## src/json_string_literal_decoder_core_assert.svh

```systemverilog
// Assertion macros shared by the JSON string decoder RTL.
// Included by the modules that check their own control logic; needs nothing else.
`ifndef JSON_STRING_LITERAL_DECODER_CORE_ASSERT_SVH
`define JSON_STRING_LITERAL_DECODER_CORE_ASSERT_SVH

// Same-cycle implication, sampled on the rising clock edge, off during reset.
`define JSLD_ASSERT_NOW(lbl, clk, rstn, ante, cons, msg) \
    lbl: assert property (@(posedge clk) disable iff (!rstn) (ante) |-> (cons)) \
        else $error(msg);

// Next-cycle implication, sampled on the rising clock edge, off during reset.
`define JSLD_ASSERT_NEXT(lbl, clk, rstn, ante, cons, msg) \
    lbl: assert property (@(posedge clk) disable iff (!rstn) (ante) |=> (cons)) \
        else $error(msg);

`endif

```

## src/jsld_pkg.sv

```systemverilog
// Package for the JSON string literal decoder: codes, character constants,
// state and result types, and the hex and UTF-8 encoding helpers.
// No dependencies.
`timescale 1ns / 1ps
`default_nettype none

package jsld_pkg;

    // Phase codes of the decoder.
    localparam logic [3:0] PH_IDLE    = 4'd0;
    localparam logic [3:0] PH_STR     = 4'd1;
    localparam logic [3:0] PH_ESC     = 4'd2;
    localparam logic [3:0] PH_HEX1    = 4'd3;
    localparam logic [3:0] PH_SURR_BS = 4'd4;
    localparam logic [3:0] PH_SURR_U  = 4'd5;
    localparam logic [3:0] PH_HEX2    = 4'd6;
    localparam logic [3:0] PH_UTF8    = 4'd7;

    // Result kinds and failure codes.
    localparam logic [1:0] KIND_BYTE  = 2'd0;
    localparam logic [1:0] KIND_CLOSE = 2'd1;
    localparam logic [1:0] KIND_FAIL  = 2'd2;

    localparam logic [1:0] FAIL_NONE   = 2'd0;
    localparam logic [1:0] FAIL_SYNTAX = 2'd1;
    localparam logic [1:0] FAIL_UTF8   = 2'd2;

    // Characters with a meaning of their own.
    localparam logic [7:0] CH_QUOTE  = 8'h22;
    localparam logic [7:0] CH_BSLASH = 8'h5C;
    localparam logic [7:0] CH_SLASH  = 8'h2F;
    localparam logic [7:0] CH_LC_B   = 8'h62;
    localparam logic [7:0] CH_LC_F   = 8'h66;
    localparam logic [7:0] CH_LC_N   = 8'h6E;
    localparam logic [7:0] CH_LC_R   = 8'h72;
    localparam logic [7:0] CH_LC_T   = 8'h74;
    localparam logic [7:0] CH_LC_U   = 8'h75;
    localparam logic [7:0] CH_CTRL_LIMIT = 8'h20;
    localparam logic [7:0] CH_ASCII_LIMIT = 8'h80;

    // UTF-8 lead and continuation byte bounds.
    localparam logic [7:0] LEAD2_MIN = 8'hC2;
    localparam logic [7:0] LEAD2_MAX = 8'hDF;
    localparam logic [7:0] LEAD3_MIN = 8'hE0;
    localparam logic [7:0] LEAD3_MAX = 8'hEF;
    localparam logic [7:0] LEAD4_MIN = 8'hF0;
    localparam logic [7:0] LEAD4_MAX = 8'hF4;
    localparam logic [7:0] LEAD_E0   = 8'hE0;
    localparam logic [7:0] LEAD_ED   = 8'hED;
    localparam logic [7:0] CONT_MIN  = 8'h80;
    localparam logic [7:0] CONT_MAX  = 8'hBF;
    localparam logic [7:0] CONT_E0_MIN = 8'hA0;
    localparam logic [7:0] CONT_ED_MAX = 8'h9F;
    localparam logic [7:0] CONT_F0_MIN = 8'h90;
    localparam logic [7:0] CONT_F4_MAX = 8'h8F;

    // Surrogate ranges.
    localparam logic [15:0] HIGH_SURR_MIN = 16'hD800;
    localparam logic [15:0] HIGH_SURR_MAX = 16'hDBFF;
    localparam logic [15:0] LOW_SURR_MIN  = 16'hDC00;
    localparam logic [15:0] LOW_SURR_MAX  = 16'hDFFF;
    localparam logic [20:0] SUPPL_BASE    = 21'h10000;

    localparam int unsigned MAX_RESULTS = 4;

    typedef struct packed {
        logic [3:0]  phase;
        logic [15:0] hex_acc;
        logic [1:0]  hex_cnt;
        logic [15:0] high_surr;
        logic [23:0] pend;
        logic [1:0]  need;
        logic [1:0]  seen;
    } jsld_state_t;

    localparam jsld_state_t STATE_CLEAR = '{
        phase: PH_IDLE, hex_acc: 16'd0, hex_cnt: 2'd0, high_surr: 16'd0,
        pend: 24'd0, need: 2'd0, seen: 2'd0
    };

    typedef struct packed {
        logic [7:0] data;
        logic [1:0] kind;
        logic [1:0] code;
    } jsld_res_t;

    typedef struct packed {
        jsld_res_t [MAX_RESULTS-1:0] res;
        logic [2:0]                  cnt;
    } jsld_burst_t;

    // Bit 4 flags a valid hex digit, bits 3..0 carry its value.
    function automatic logic [4:0] hex_value(input logic [7:0] c);
        logic [4:0] r;
        r = 5'd0;
        if (c >= 8'h30 && c <= 8'h39) begin
            r = {1'b1, 4'(c - 8'h30)};
        end else if (c >= 8'h61 && c <= 8'h66) begin
            r = {1'b1, 4'(c - 8'h57)};
        end else if (c >= 8'h41 && c <= 8'h46) begin
            r = {1'b1, 4'(c - 8'h37)};
        end
        return r;
    endfunction

    // Turns a code point into one to four UTF-8 bytes.
    function automatic jsld_burst_t utf8_encode(input logic [20:0] cp);
        jsld_burst_t b;
        b = '0;
        if (cp < 21'h80) begin
            b.res[0].data = cp[7:0];
            b.cnt = 3'd1;
        end else if (cp < 21'h800) begin
            b.res[0].data = {3'b110, cp[10:6]};
            b.res[1].data = {2'b10, cp[5:0]};
            b.cnt = 3'd2;
        end else if (cp < 21'h10000) begin
            b.res[0].data = {4'b1110, cp[15:12]};
            b.res[1].data = {2'b10, cp[11:6]};
            b.res[2].data = {2'b10, cp[5:0]};
            b.cnt = 3'd3;
        end else begin
            b.res[0].data = {5'b11110, cp[20:18]};
            b.res[1].data = {2'b10, cp[17:12]};
            b.res[2].data = {2'b10, cp[11:6]};
            b.res[3].data = {2'b10, cp[5:0]};
            b.cnt = 3'd4;
        end
        return b;
    endfunction

endpackage

`default_nettype wire

```

## src/json_string_literal_decoder_core.sv

```systemverilog
// JSON string literal decoder, one raw byte per input item, with an input
// register and a multi-result output register. Depends on jsld_pkg,
// jsld_decode, jsld_burst and the assert header.
`timescale 1ns / 1ps
`default_nettype none

`include "json_string_literal_decoder_core_assert.svh"

// The decoder takes a JSON string literal one byte per item and returns the
// decoded bytes. In idle it skips bytes until an opening quote; the closing
// quote gives one "closed" result, and any error gives one "failed" result
// with a syntax or UTF-8 code, after which the decoder is back in idle and the
// consumer should discard what it received of that string. Escapes are
// expanded, \uXXXX escapes (and joined surrogate pairs) come out as UTF-8, and
// raw multi-byte UTF-8 is checked strictly and released whole on its last
// byte. Every accepted item is held in an input register; the decode logic
// between that register and the result register is combinational, so items
// that yield zero or one result stream back to back while out_stall is low.
// An item that yields n results (up to four, for a four-byte UTF-8 sequence)
// occupies the result register until all n have been taken, and the input
// side raises in_stall once its register is full during that burst. The
// first result of an item is registered in the input register and then in
// the result register before it shows on the output. Items that yield no
// result (the opening quote, a backslash, hex digits, the leading bytes of a
// UTF-8 sequence) still pass through the same two stages.
module json_string_literal_decoder_core
(
    input  wire logic       clk,
    input  wire logic       rst_n,
    input  wire logic       in_valid,
    output logic            in_stall,
    input  wire logic [7:0] data_byte,
    input  wire logic       input_end,
    output logic            out_valid,
    input  wire logic       out_stall,
    output logic [7:0]      out_byte,
    output logic [1:0]      out_kind,
    output logic [1:0]      fail_code,
    output logic            last_of_run
);

    // Input register.
    logic       in_vld_reg;
    logic       in_vld_next;
    logic [7:0] data_reg;
    logic       end_reg;
    logic       accept;

    // Decoder state, updated when the held item moves into the result register.
    jsld_pkg::jsld_state_t state_reg;
    jsld_pkg::jsld_state_t state_next;
    jsld_pkg::jsld_burst_t burst;

    logic burst_ready;
    logic load;

    assign load     = in_vld_reg && burst_ready;
    assign in_stall = in_vld_reg && !load;
    assign accept   = in_valid && !in_stall;

    always_comb
    begin
        in_vld_next = in_vld_reg;
        if (accept) begin
            in_vld_next = 1'b1;
        end else if (load) begin
            in_vld_next = 1'b0;
        end
    end

    always_ff @(posedge clk or negedge rst_n)
    begin
        if (!rst_n) begin
            in_vld_reg <= 1'b0;
        end else begin
            in_vld_reg <= in_vld_next;
        end
    end

    always_ff @(posedge clk)
    begin
        if (accept) begin
            data_reg <= data_byte;
            end_reg  <= input_end;
        end
    end

    always_ff @(posedge clk or negedge rst_n)
    begin
        if (!rst_n) begin
            state_reg <= jsld_pkg::STATE_CLEAR;
        end else if (load) begin
            state_reg <= state_next;
        end
    end

    jsld_decode u_decode
    (
        .state      (state_reg),
        .data_byte  (data_reg),
        .input_end  (end_reg),
        .state_next (state_next),
        .burst      (burst)
    );

    jsld_burst u_burst
    (
        .clk         (clk),
        .rst_n       (rst_n),
        .load        (load),
        .burst       (burst),
        .ready       (burst_ready),
        .out_valid   (out_valid),
        .out_stall   (out_stall),
        .out_byte    (out_byte),
        .out_kind    (out_kind),
        .fail_code   (fail_code),
        .last_of_run (last_of_run)
    );

    // A held item that could not move on stays, unchanged, for the next cycle.
    `JSLD_ASSERT_NEXT(a_held_item_kept, clk, rst_n, in_vld_reg && !load, in_vld_reg && $stable(data_reg) && $stable(end_reg), "held input item was lost or changed")
    // A failure or close always returns the decoder to idle.
    `JSLD_ASSERT_NEXT(a_idle_after_end, clk, rst_n, load && burst.cnt == 3'd1 && burst.res[0].kind != jsld_pkg::KIND_BYTE, state_reg.phase == jsld_pkg::PH_IDLE, "decoder not idle after close or failure")

endmodule

`default_nettype wire

```

## src/jsld_decode.sv

```systemverilog
// Next-state and result logic of the JSON string decoder for one input item.
// Depends on jsld_pkg.
`timescale 1ns / 1ps
`default_nettype none

module jsld_decode
(
    input  var jsld_pkg::jsld_state_t state,
    input  wire logic [7:0]           data_byte,
    input  wire logic                 input_end,
    output var jsld_pkg::jsld_state_t state_next,
    output var jsld_pkg::jsld_burst_t burst
);

    logic [4:0]  hex_d;
    logic [15:0] acc_new;
    logic [20:0] pair_cp;
    logic [7:0]  lo_bound;
    logic [7:0]  hi_bound;
    logic [1:0]  seen_new;
    logic        fail_en;
    logic [1:0]  fail_cd;

    assign hex_d    = jsld_pkg::hex_value(data_byte);
    assign acc_new  = {state.hex_acc[11:0], hex_d[3:0]};
    assign pair_cp  = {1'b0, state.high_surr[9:0], acc_new[9:0]} + jsld_pkg::SUPPL_BASE;
    assign seen_new = state.seen + 2'd1;

    // Allowed range of the next continuation byte; only the first one is narrowed.
    always_comb
    begin
        lo_bound = jsld_pkg::CONT_MIN;
        hi_bound = jsld_pkg::CONT_MAX;
        if (state.seen == 2'd0) begin
            if (state.pend[7:0] == jsld_pkg::LEAD_E0) begin
                lo_bound = jsld_pkg::CONT_E0_MIN;
            end else if (state.pend[7:0] == jsld_pkg::LEAD_ED) begin
                hi_bound = jsld_pkg::CONT_ED_MAX;
            end else if (state.pend[7:0] == jsld_pkg::LEAD4_MIN) begin
                lo_bound = jsld_pkg::CONT_F0_MIN;
            end else if (state.pend[7:0] == jsld_pkg::LEAD4_MAX) begin
                hi_bound = jsld_pkg::CONT_F4_MAX;
            end
        end
    end

    always_comb
    begin
        state_next = state;
        burst      = '0;
        fail_en    = 1'b0;
        fail_cd    = jsld_pkg::FAIL_NONE;

        if (state.phase == jsld_pkg::PH_IDLE || state.phase > jsld_pkg::PH_UTF8) begin
            state_next = jsld_pkg::STATE_CLEAR;
            if (!input_end && data_byte == jsld_pkg::CH_QUOTE) begin
                state_next.phase = jsld_pkg::PH_STR;
            end
        end else if (input_end) begin
            fail_en = 1'b1;
            if (state.phase == jsld_pkg::PH_SURR_BS || state.phase == jsld_pkg::PH_SURR_U ||
                state.phase == jsld_pkg::PH_UTF8) begin
                fail_cd = jsld_pkg::FAIL_UTF8;
            end else begin
                fail_cd = jsld_pkg::FAIL_SYNTAX;
            end
        end else begin
            unique case (state.phase)
                jsld_pkg::PH_STR:
                begin
                    if (data_byte == jsld_pkg::CH_QUOTE) begin
                        state_next = jsld_pkg::STATE_CLEAR;
                        burst.res[0].kind = jsld_pkg::KIND_CLOSE;
                        burst.cnt = 3'd1;
                    end else if (data_byte == jsld_pkg::CH_BSLASH) begin
                        state_next.phase = jsld_pkg::PH_ESC;
                    end else if (data_byte < jsld_pkg::CH_CTRL_LIMIT) begin
                        fail_en = 1'b1;
                        fail_cd = jsld_pkg::FAIL_SYNTAX;
                    end else if (data_byte < jsld_pkg::CH_ASCII_LIMIT) begin
                        burst.res[0].data = data_byte;
                        burst.cnt = 3'd1;
                    end else if (data_byte >= jsld_pkg::LEAD2_MIN &&
                                 data_byte <= jsld_pkg::LEAD4_MAX) begin
                        if (data_byte <= jsld_pkg::LEAD2_MAX) begin
                            state_next.need = 2'd1;
                        end else if (data_byte <= jsld_pkg::LEAD3_MAX) begin
                            state_next.need = 2'd2;
                        end else begin
                            state_next.need = 2'd3;
                        end
                        state_next.pend  = {16'd0, data_byte};
                        state_next.seen  = 2'd0;
                        state_next.phase = jsld_pkg::PH_UTF8;
                    end else begin
                        fail_en = 1'b1;
                        fail_cd = jsld_pkg::FAIL_UTF8;
                    end
                end
                jsld_pkg::PH_UTF8:
                begin
                    if (data_byte < lo_bound || data_byte > hi_bound) begin
                        fail_en = 1'b1;
                        fail_cd = jsld_pkg::FAIL_UTF8;
                    end else if (seen_new >= state.need) begin
                        // Sequence complete: release the held bytes and this one.
                        for (int k = 0; k < 3; k++) begin
                            if (2'(k) < state.need) begin
                                burst.res[k].data = state.pend[8*k +: 8];
                            end
                        end
                        burst.res[state.need].data = data_byte;
                        burst.cnt = {1'b0, state.need} + 3'd1;
                        state_next = jsld_pkg::STATE_CLEAR;
                        state_next.phase = jsld_pkg::PH_STR;
                    end else begin
                        state_next.seen = seen_new;
                        unique case (seen_new)
                            2'd0: state_next.pend[7:0]   = state.pend[7:0] | data_byte;
                            2'd1: state_next.pend[15:8]  = state.pend[15:8] | data_byte;
                            2'd2: state_next.pend[23:16] = state.pend[23:16] | data_byte;
                            default: state_next.pend = state.pend;
                        endcase
                    end
                end
                jsld_pkg::PH_ESC:
                begin
                    state_next.phase = jsld_pkg::PH_STR;
                    burst.cnt = 3'd1;
                    unique case (data_byte)
                        jsld_pkg::CH_QUOTE:  burst.res[0].data = jsld_pkg::CH_QUOTE;
                        jsld_pkg::CH_BSLASH: burst.res[0].data = jsld_pkg::CH_BSLASH;
                        jsld_pkg::CH_SLASH:  burst.res[0].data = jsld_pkg::CH_SLASH;
                        jsld_pkg::CH_LC_B:   burst.res[0].data = 8'h08;
                        jsld_pkg::CH_LC_F:   burst.res[0].data = 8'h0C;
                        jsld_pkg::CH_LC_N:   burst.res[0].data = 8'h0A;
                        jsld_pkg::CH_LC_R:   burst.res[0].data = 8'h0D;
                        jsld_pkg::CH_LC_T:   burst.res[0].data = 8'h09;
                        jsld_pkg::CH_LC_U:
                        begin
                            burst.cnt = 3'd0;
                            state_next.hex_acc = 16'd0;
                            state_next.hex_cnt = 2'd0;
                            state_next.phase   = jsld_pkg::PH_HEX1;
                        end
                        default:
                        begin
                            fail_en = 1'b1;
                            fail_cd = jsld_pkg::FAIL_SYNTAX;
                        end
                    endcase
                end
                jsld_pkg::PH_HEX1, jsld_pkg::PH_HEX2:
                begin
                    if (!hex_d[4]) begin
                        fail_en = 1'b1;
                        fail_cd = jsld_pkg::FAIL_SYNTAX;
                    end else if (state.hex_cnt != 2'd3) begin
                        state_next.hex_acc = acc_new;
                        state_next.hex_cnt = state.hex_cnt + 2'd1;
                    end else begin
                        state_next.hex_acc = acc_new;
                        state_next.hex_cnt = 2'd0;
                        if (state.phase == jsld_pkg::PH_HEX1) begin
                            if (acc_new >= jsld_pkg::HIGH_SURR_MIN &&
                                acc_new <= jsld_pkg::HIGH_SURR_MAX) begin
                                state_next.high_surr = acc_new;
                                state_next.phase     = jsld_pkg::PH_SURR_BS;
                            end else if (acc_new >= jsld_pkg::LOW_SURR_MIN &&
                                         acc_new <= jsld_pkg::LOW_SURR_MAX) begin
                                fail_en = 1'b1;
                                fail_cd = jsld_pkg::FAIL_UTF8;
                            end else begin
                                state_next.phase = jsld_pkg::PH_STR;
                                burst = jsld_pkg::utf8_encode({5'd0, acc_new});
                            end
                        end else begin
                            if (acc_new < jsld_pkg::LOW_SURR_MIN ||
                                acc_new > jsld_pkg::LOW_SURR_MAX) begin
                                fail_en = 1'b1;
                                fail_cd = jsld_pkg::FAIL_UTF8;
                            end else begin
                                state_next.high_surr = 16'd0;
                                state_next.phase     = jsld_pkg::PH_STR;
                                burst = jsld_pkg::utf8_encode(pair_cp);
                            end
                        end
                    end
                end
                jsld_pkg::PH_SURR_BS:
                begin
                    if (data_byte != jsld_pkg::CH_BSLASH) begin
                        fail_en = 1'b1;
                        fail_cd = jsld_pkg::FAIL_UTF8;
                    end else begin
                        state_next.phase = jsld_pkg::PH_SURR_U;
                    end
                end
                jsld_pkg::PH_SURR_U:
                begin
                    if (data_byte != jsld_pkg::CH_LC_U) begin
                        fail_en = 1'b1;
                        fail_cd = jsld_pkg::FAIL_UTF8;
                    end else begin
                        state_next.hex_acc = 16'd0;
                        state_next.hex_cnt = 2'd0;
                        state_next.phase   = jsld_pkg::PH_HEX2;
                    end
                end
                default:
                begin
                    state_next = jsld_pkg::STATE_CLEAR;
                end
            endcase
        end

        // Any failure ends the string with a single failure result.
        if (fail_en) begin
            state_next = jsld_pkg::STATE_CLEAR;
            burst = '0;
            burst.res[0].kind = jsld_pkg::KIND_FAIL;
            burst.res[0].code = fail_cd;
            burst.cnt = 3'd1;
        end
    end

endmodule

`default_nettype wire

```

## src/jsld_burst.sv

```systemverilog
// Result register of the JSON string decoder: holds the results of one item
// and hands them out one per cycle while out_stall is low. Depends on jsld_pkg and the assert header.
`timescale 1ns / 1ps
`default_nettype none

`include "json_string_literal_decoder_core_assert.svh"

module jsld_burst
(
    input  wire logic                 clk,
    input  wire logic                 rst_n,
    input  wire logic                 load,
    input  var jsld_pkg::jsld_burst_t burst,
    output logic                      ready,
    output logic                      out_valid,
    input  wire logic                 out_stall,
    output logic [7:0]                out_byte,
    output logic [1:0]                out_kind,
    output logic [1:0]                fail_code,
    output logic                      last_of_run
);

    jsld_pkg::jsld_res_t [jsld_pkg::MAX_RESULTS-1:0] res_reg;
    logic [2:0] rem_reg;
    logic [2:0] rem_next;
    logic [1:0] idx_reg;
    logic [1:0] idx_next;
    logic       take;

    assign out_valid   = (rem_reg != 3'd0);
    assign take        = out_valid && !out_stall;
    // A new burst may load when none is held, or once the last held result leaves in this cycle.
    assign ready       = (rem_reg == 3'd0) || (rem_reg == 3'd1 && !out_stall);
    assign out_byte    = res_reg[idx_reg].data;
    assign out_kind    = res_reg[idx_reg].kind;
    assign fail_code   = res_reg[idx_reg].code;
    assign last_of_run = (rem_reg == 3'd1);

    always_comb
    begin
        rem_next = rem_reg;
        idx_next = idx_reg;
        if (load) begin
            rem_next = burst.cnt;
            idx_next = 2'd0;
        end else if (take) begin
            rem_next = rem_reg - 3'd1;
            idx_next = idx_reg + 2'd1;
        end
    end

    always_ff @(posedge clk or negedge rst_n)
    begin
        if (!rst_n) begin
            rem_reg <= 3'd0;
            idx_reg <= 2'd0;
        end else begin
            rem_reg <= rem_next;
            idx_reg <= idx_next;
        end
    end

    always_ff @(posedge clk)
    begin
        if (load) begin
            res_reg <= burst.res;
        end
    end

    `JSLD_ASSERT_NOW(a_end_is_last, clk, rst_n, out_valid && out_kind != jsld_pkg::KIND_BYTE, last_of_run, "close or failure result is not the last of its run")
    `JSLD_ASSERT_NOW(a_fail_has_code, clk, rst_n, out_valid && out_kind == jsld_pkg::KIND_FAIL, fail_code != jsld_pkg::FAIL_NONE, "failure result without a failure code")
    `JSLD_ASSERT_NOW(a_no_stray_code, clk, rst_n, out_valid && out_kind != jsld_pkg::KIND_FAIL, fail_code == jsld_pkg::FAIL_NONE && (out_kind == jsld_pkg::KIND_BYTE || out_byte == 8'd0), "stray failure code or byte on a result")
    `JSLD_ASSERT_NEXT(a_load_when_ready, clk, rst_n, load && !ready, 1'b0, "burst loaded while results were still held")

endmodule

`default_nettype wire
```

## config.mk

```make
export PLATFORM = sky130hd
export DESIGN_NAME = json_string_literal_decoder_core
export DESIGN_NICKNAME = d
export VERILOG_FILES = /design/src/jsld_pkg.sv /design/src/json_string_literal_decoder_core.sv /design/src/jsld_decode.sv /design/src/jsld_burst.sv
export VERILOG_INCLUDE_DIRS = /design/src /design/src/src
export SDC_FILE = /design/constraint.sdc
export NUM_CORES = 1
export LEC_CHECK = 0
export BUFFER_PORTS_ARGS = -buffer_cell sky130_fd_sc_hd__buf_2
export CORE_ASPECT_RATIO = 1.2
export CORE_UTILIZATION = 40
export CTS_CLUSTER_DIAMETER = 30
export DETAILED_ROUTE_END_ITERATION = 6
export PLACE_DENSITY = 0.69
export SLEW_MARGIN = 20
export SYNTH_ARGS = -nofsm -noshare
export SYNTH_HDL_FRONTEND = slang
export SYNTH_SLANG_ARGS = --single-unit
```

## constraint.sdc

```tcl
create_clock -name clk -period 2.8 [get_ports clk]
set_input_delay 0.28 -clock clk [delete_from_list [all_inputs] [get_ports clk]]
set_output_delay 0.28 -clock clk [all_outputs]
set_load 0.02 [all_outputs]
```

* After elaboration in Yosys (flattened, before gate mapping) *
Cells that the tools add are included.

word-level totals
  flip-flop bits (word level) = 119
  input bits = 13
  output and inout port bits = 15

operators by class
  add/sub/neg operators = 9
  order comparisons = 33
  equal/unequal tests = 51
  muxes and demuxes = 171
  bitwise gates (word level) = 3
  reduce and logical (&&, ||, !) cells = 43

operator list
  cell                                                                    number
  8-bit two-way mux                                                       45
  51-bit two-way mux                                                      7
  66-bit two-way mux                                                      4
  28-bit two-way mux                                                      5
  18-bit one-hot mux with 6 select lines                                  1
  28-bit one-hot mux with 3 select lines                                  1
  38-bit two-way mux                                                      2
  36-bit one-hot mux with 2 select lines                                  1
  16-bit two-way mux                                                      4
  16-bit one-hot mux with 4 select lines                                  1
  8-bit by 7-bit equality test with 1-bit output (second input constant)  7
  7-bit one-hot mux with 8 select lines                                   1
  48-bit bitwise mux                                                      1
  2-bit two-way mux                                                       23
  9-bit AND reduction                                                     5
  4-bit two-way mux                                                       11
  39-bit two-way mux                                                      1
  34-bit two-way mux                                                      1
  8-bit equality test (second input constant)                             4
  16-bit greater-or-equal comparator (second input constant)              2
  16-bit <= comparator (second input constant)                            2
  8-bit one-hot mux with 4 select lines                                   1
  5-bit two-way mux                                                       6
  6-bit two-way mux                                                       5
  78 further kinds                                                        169

* Longest topological paths before layout *
  word-level depth = 20
  mapped depth = 16
  mapped depth without buffers = 13

* Hierarchy *
A second synthesis with hierarchy kept.

second synthesis, totals
  cell total of the unflattened synthesis = 943
  area, all modules = 9016.1 µm²

by module, submodules not included
  module                            instances  cells an instance  area an instance (µm²)
  jsld_decode                       1          686                4005.1
  json_string_literal_decoder_core  1          155                2929.1
  jsld_burst                        1          102                2082.0

* Worst setup path before layout *
Ideal clock, no wire load.

  path type = register to register
  from = reg state_reg[0] in the netlist's numbering
  to = reg state_reg[45] in the netlist's numbering
  data arrival time = 2906 ps
  data required time = 2675 ps
  setup slack = -231 ps
  cell stages (with the launch flop) = 15
  path buffers = 2
  period minus slack after synthesis = 3031 ps
  path through = dfrtp_1 -> inv_1 -> ha_1 -> nand4_1 -> nor4_1 -> and2_1 -> ha_1 -> a41oi_1 -> a211oi_1 -> o211a_2 -> and3_1 -> buf_6 -> a31oi_4 -> buf_6 -> mux2_4

between the ends
  longest elaborated chain between the ends = 10

RTL lines
  what                                                                                line                                    source
  from (decl)                                                                         json_string_literal_decoder_core.sv:50  jsld_pkg::jsld_state_t state_reg;
  from (signal assigned)                                                              json_string_literal_decoder_core.sv:91  state_reg <= jsld_pkg::STATE_CLEAR;
  from (signal assigned)                                                              json_string_literal_decoder_core.sv:93  state_reg <= state_next;
  2-bit logical NOT                                                                   jsld_decode.sv:34                       if (state.seen == 2'd0) begin
  8-bit two-way mux                                                                   jsld_decode.sv:34
  8-bit less-than comparator or 8-bit > comparator (tied branches)                    jsld_decode.sv:102                      if (data_byte < lo_bound || data_byte > hi_bound) begin
  1-bit logical OR                                                                    jsld_decode.sv:102
  1-bit two-way mux                                                                   jsld_decode.sv:102
  1-bit one-hot mux with 6 select lines                                               jsld_decode.sv:68                       unique case (state.phase)
  1-bit two-way mux                                                                   jsld_decode.sv:59                       end else if (input_end) begin
  1-bit two-way mux                                                                   jsld_decode.sv:54                       if (state.phase == jsld_pkg::PH_IDLE || state.phase > jsld_pkg::PH_UTF8) begin
  4-bit by 1-bit inequality test with 1-bit output (no line) (tied with other cells)  --
  9-bit AND reduction (no line)                                                       --

Several ways; a longest one is shown, not always the timed one.
A chain may end at the register's enable or synchronous reset.

* Worst setup path after layout *
  from = reg state_reg[1] in the netlist's numbering
  to = reg state_reg[46] in the netlist's numbering

Same word-level chain as after synthesis.

==> results_dict.tcl <==
set metrics [dict create \
    layout.nets 914 \
    rows 53 \
    cellLeakagePower_nw 3.681 \
    vias 6864 \
    synthFlopType "dfrtp_1" \
    yosysUniqueCellTypes 87 \
    ir_drop_v 0.0007145 \
    first_pass_iters 6 \
    crit_start "state_reg[1]$_DFFE_PN0P_" \
    syn-instance-count 763 \
    post-place-ws_ps -229.2 \
    fin_crit_ps 3146 \
    rr_endpoint "state_reg[46]$_DFFE_PN0P_" \
    cts_root_buf "clkbuf_16" \
    ys_ff_latch 106 \
    swShare_pct 42.56 \
    drc_errors 0 \
    grt_setup_unrepaired "true" \
    io_buffers 27 \
    synth-edff-count 45 \
    gp_congestion 0.9737 \
    fin_crit_sh_pct 112.4 \
    status "finished with violations" \
    slew_viol_final 0 \
    reg2reg_slack_ps -350 \
    seq_area_frac_synth_pct 39.93 \
    violations "negative setup slack" \
    fin_area_sq_mm 0.009206 \
    p_int_mw 4.674 \
    start_util_pct 41.01 \
    numCtsBuffers 9 \
    drt-total-wl_mm 23.40 \
    die_w_um 124.5 \
    criticalPathCategory "register to register" \
    post_dp_cell_area_sq_mm 0.008342 \
    num_antenna_cells 0 \
    pwr-share-seq_pct 30.9 \
    yosysWarnings 0 \
    clkSinkCount 106 \
    via_per_inst 6.212 \
    synthTopCellsByCount "nor2_1, nand2_1, dfrtp_1, a21oi_1, edfxtp_1" \
    clk_pin_slew_worst_paths_ps 70 \
    cts_tree "yes" \
    syn_area_sq_mm 0.007207 \
    finalHoldViolCount 0 \
    die_y_um 149.0 \
    synth_area_per_cell_sq_um 9.445 \
    arrival_ps 3400 \
    clkPwrFrac_pct 16.8 \
    synth_top_area_cell "dfrtp_1" \
    rr_worst_depth 13 \
    power.switching_mw 3.463 \
    wire_per_inst_um 21.18 \
    fin_total_pwr_mw 8.137 \
    dieArea_sq_mm 0.01856 \
    syn_nets 797 \
    crit_required_ps 3050 \
    htreeDepth 3 \
    clock_latency_ps 370 \
    fmax_mhz 317.9 \
    drt_iter0_markers 651 \
    layout-drive-gt1-share_pct 32.77 \
    grt.overflow.total 0 \
    io_pins 28 \
    powerDensity_mw_per_mm2 883.8 \
    critPathLaunchType "register" \
    yosys.cell_count.top_type "nor2_1" \
    antenna_left 0 \
    grt_max_degree 62 \
    synth_top_area_share_pct 21.18 \
    grt_pass1_wl_mm 35.87 \
    tightest_slew_ps 835.0 \
    cp-end-kind "register" \
    drv_cap 0 \
    synth_area_leaders "dfrtp_1, edfxtp_1, ha_1" \
    r2r-start "state_reg[1]$_DFFE_PN0P_" \
    maxSlewHeadroom_pct 43.82 \
    grt_util_all_layers_pct 25.18 \
    antenna_found_initial 0 \
    worstHoldStart "input_end" \
    grt_pass1_vias 6519 \
    crit_end "state_reg[46]$_DFFE_PN0P_" \
    dp_hpwl_mm 17.09 \
    finClkSkew_ps 7.382 \
    final.setup.worst_slack_ps -346.1 \
    hold_class "primary input to register" \
    largest_reg_flops 55 \
    setup_viol 90 \
    hold_slack_ps 82.09 \
    async_flop_share_pct 57.55 \
    worstPathMaxFanout 14 \
    syn2layout_area_growth_pct 27.74 \
    cts_buffer_depth 2 \
    power_frac_comb_pct 52.3 \
    core_sq_mm 0.01757 \
]
==> per-stage QoR <==
step,setup TNS [ps],utilization [%],std cells
after detailed placement,-9033,47.47,1069
after global routing,-27320,52.39,1105
after global placement,-4121,47.47,1069
after CTS,-4977,51.14,1098
final,-19120,52.39,1105
after floorplan,-2093,-,763
==> power by group through the flow <==
stage                     Combinational, mW  Sequential, mW  Clock (mW)
after floorplan                        2.61            2.36           0
after global placement                 3.79            2.51           0
after detailed placement               3.84            2.54           0
after CTS                              4.04            2.51        1.39
after global routing                   4.54            2.56        1.44
final                                  4.26            2.51        1.36
==> cells in the final DEF, fill, tap and decap left out, types with 7 or more instances in the layout <==
cell,synthesis,layout
nor4_1,9,7
inv_1,23,21
nor2b_1,9,9
a31oi_1,21,19
mux4_2,8,8
nand4_1,7,7
edfxtp_1,45,45
mux2i_1,13,12
mux2_4,15,16
nand2b_1,10,10
and2_1,11,11
a211oi_1,8,7
dfrtp_1,61,61
nor2_2,0,10
nand2_1,62,59
a21oi_2,1,7
a22oi_1,24,22
o21ai_0,31,28
nand3_1,24,23
clkbuf_16,0,9
and3_4,0,12
buf_2,11,27
ha_1,21,17
buf_4,3,120
nor3_1,16,13
and3_1,24,12
buf_12,0,8
a22o_1,12,12
a21oi_1,49,42
a21o_1,8,7
o211ai_1,7,7
nor2_1,64,51
o21a_1,16,16
==> cells by family after synthesis <==
| logic type | after synthesis | synth area share (%) |
|---|---|---|
| buffers and inverters | 83 | 5.087 |
| XOR/XNOR | 1 | 0.1215 |
| AND/OR/NAND/NOR | 268 | 19.18 |
| flip-flops | 106 | 39.93 |
| multiplexers | 42 | 8.368 |
| AO/OA/AOI/OAI | 241 | 23.61 |
| adder cells (fa/ha/maj) | 21 | 3.646 |
| other | 1 | 0.05203 |
==> cell type report <==
class	instances	area, sq um
fillers	1544	8367
multi-input cells	574	4318
flip-flops and latches	106	2878
repair buffers	164	1324
well taps	220	275.3
clock buffers	9	225.2
inverters	25	93.84
clock inverters	7	92.59
==> worst max-delay path, cell delays in order, from the launching register on <==
cell	delay (ps)
dfrtp_1	390
inv_2	90
ha_4	130
nand4_1	170
nor4_2	300
and2_1	210
ha_2	280
a41oi_2	170
a211oi_2	80
o211a_2	300
and3_4	180
a31oi_4	190
buf_12	180
mux2_2	350
==> per-layer routing <==
metal | track usage (%) | routed length, um | up-vias
li1 | - | - | 3127
met1 | 31.76 | 9321 | 3282
met2 | 42.02 | 11150 | 372
met3 | 3.910 | 1826 | 83
met4 | 12.65 | 1102 | 0
met5 | 0 | 0 | -
==> how the worst min path moves through the flow <==
stage | to | slack [ps] | depth (start not counted)
global route | end_reg$_DFFE_PP_ | 80 | 1
floorplan | in_vld_reg$_DFFE_PN0P_ | -20 | 0
detailed placement | state_reg[1]$_DFFE_PN0P_ | 330 | 2
finish | end_reg$_DFFE_PP_ | 80 | 1
CTS | end_reg$_DFFE_PP_ | 80 | 1
global placement | state_reg[0]$_DFFE_PN0P_ | 320 | 2
==> timing repair <==
item	4_1_cts	5_1_grt
cloned	1	0
gates resized for setup	49	37
pin swaps	27	16
endpoints found under the setup margin	83	91
endpoints found under the hold margin	61	0
setup buffers	12	9
hold buffers	1	0
No activity file was read; power rests on OpenSTA's default activity.
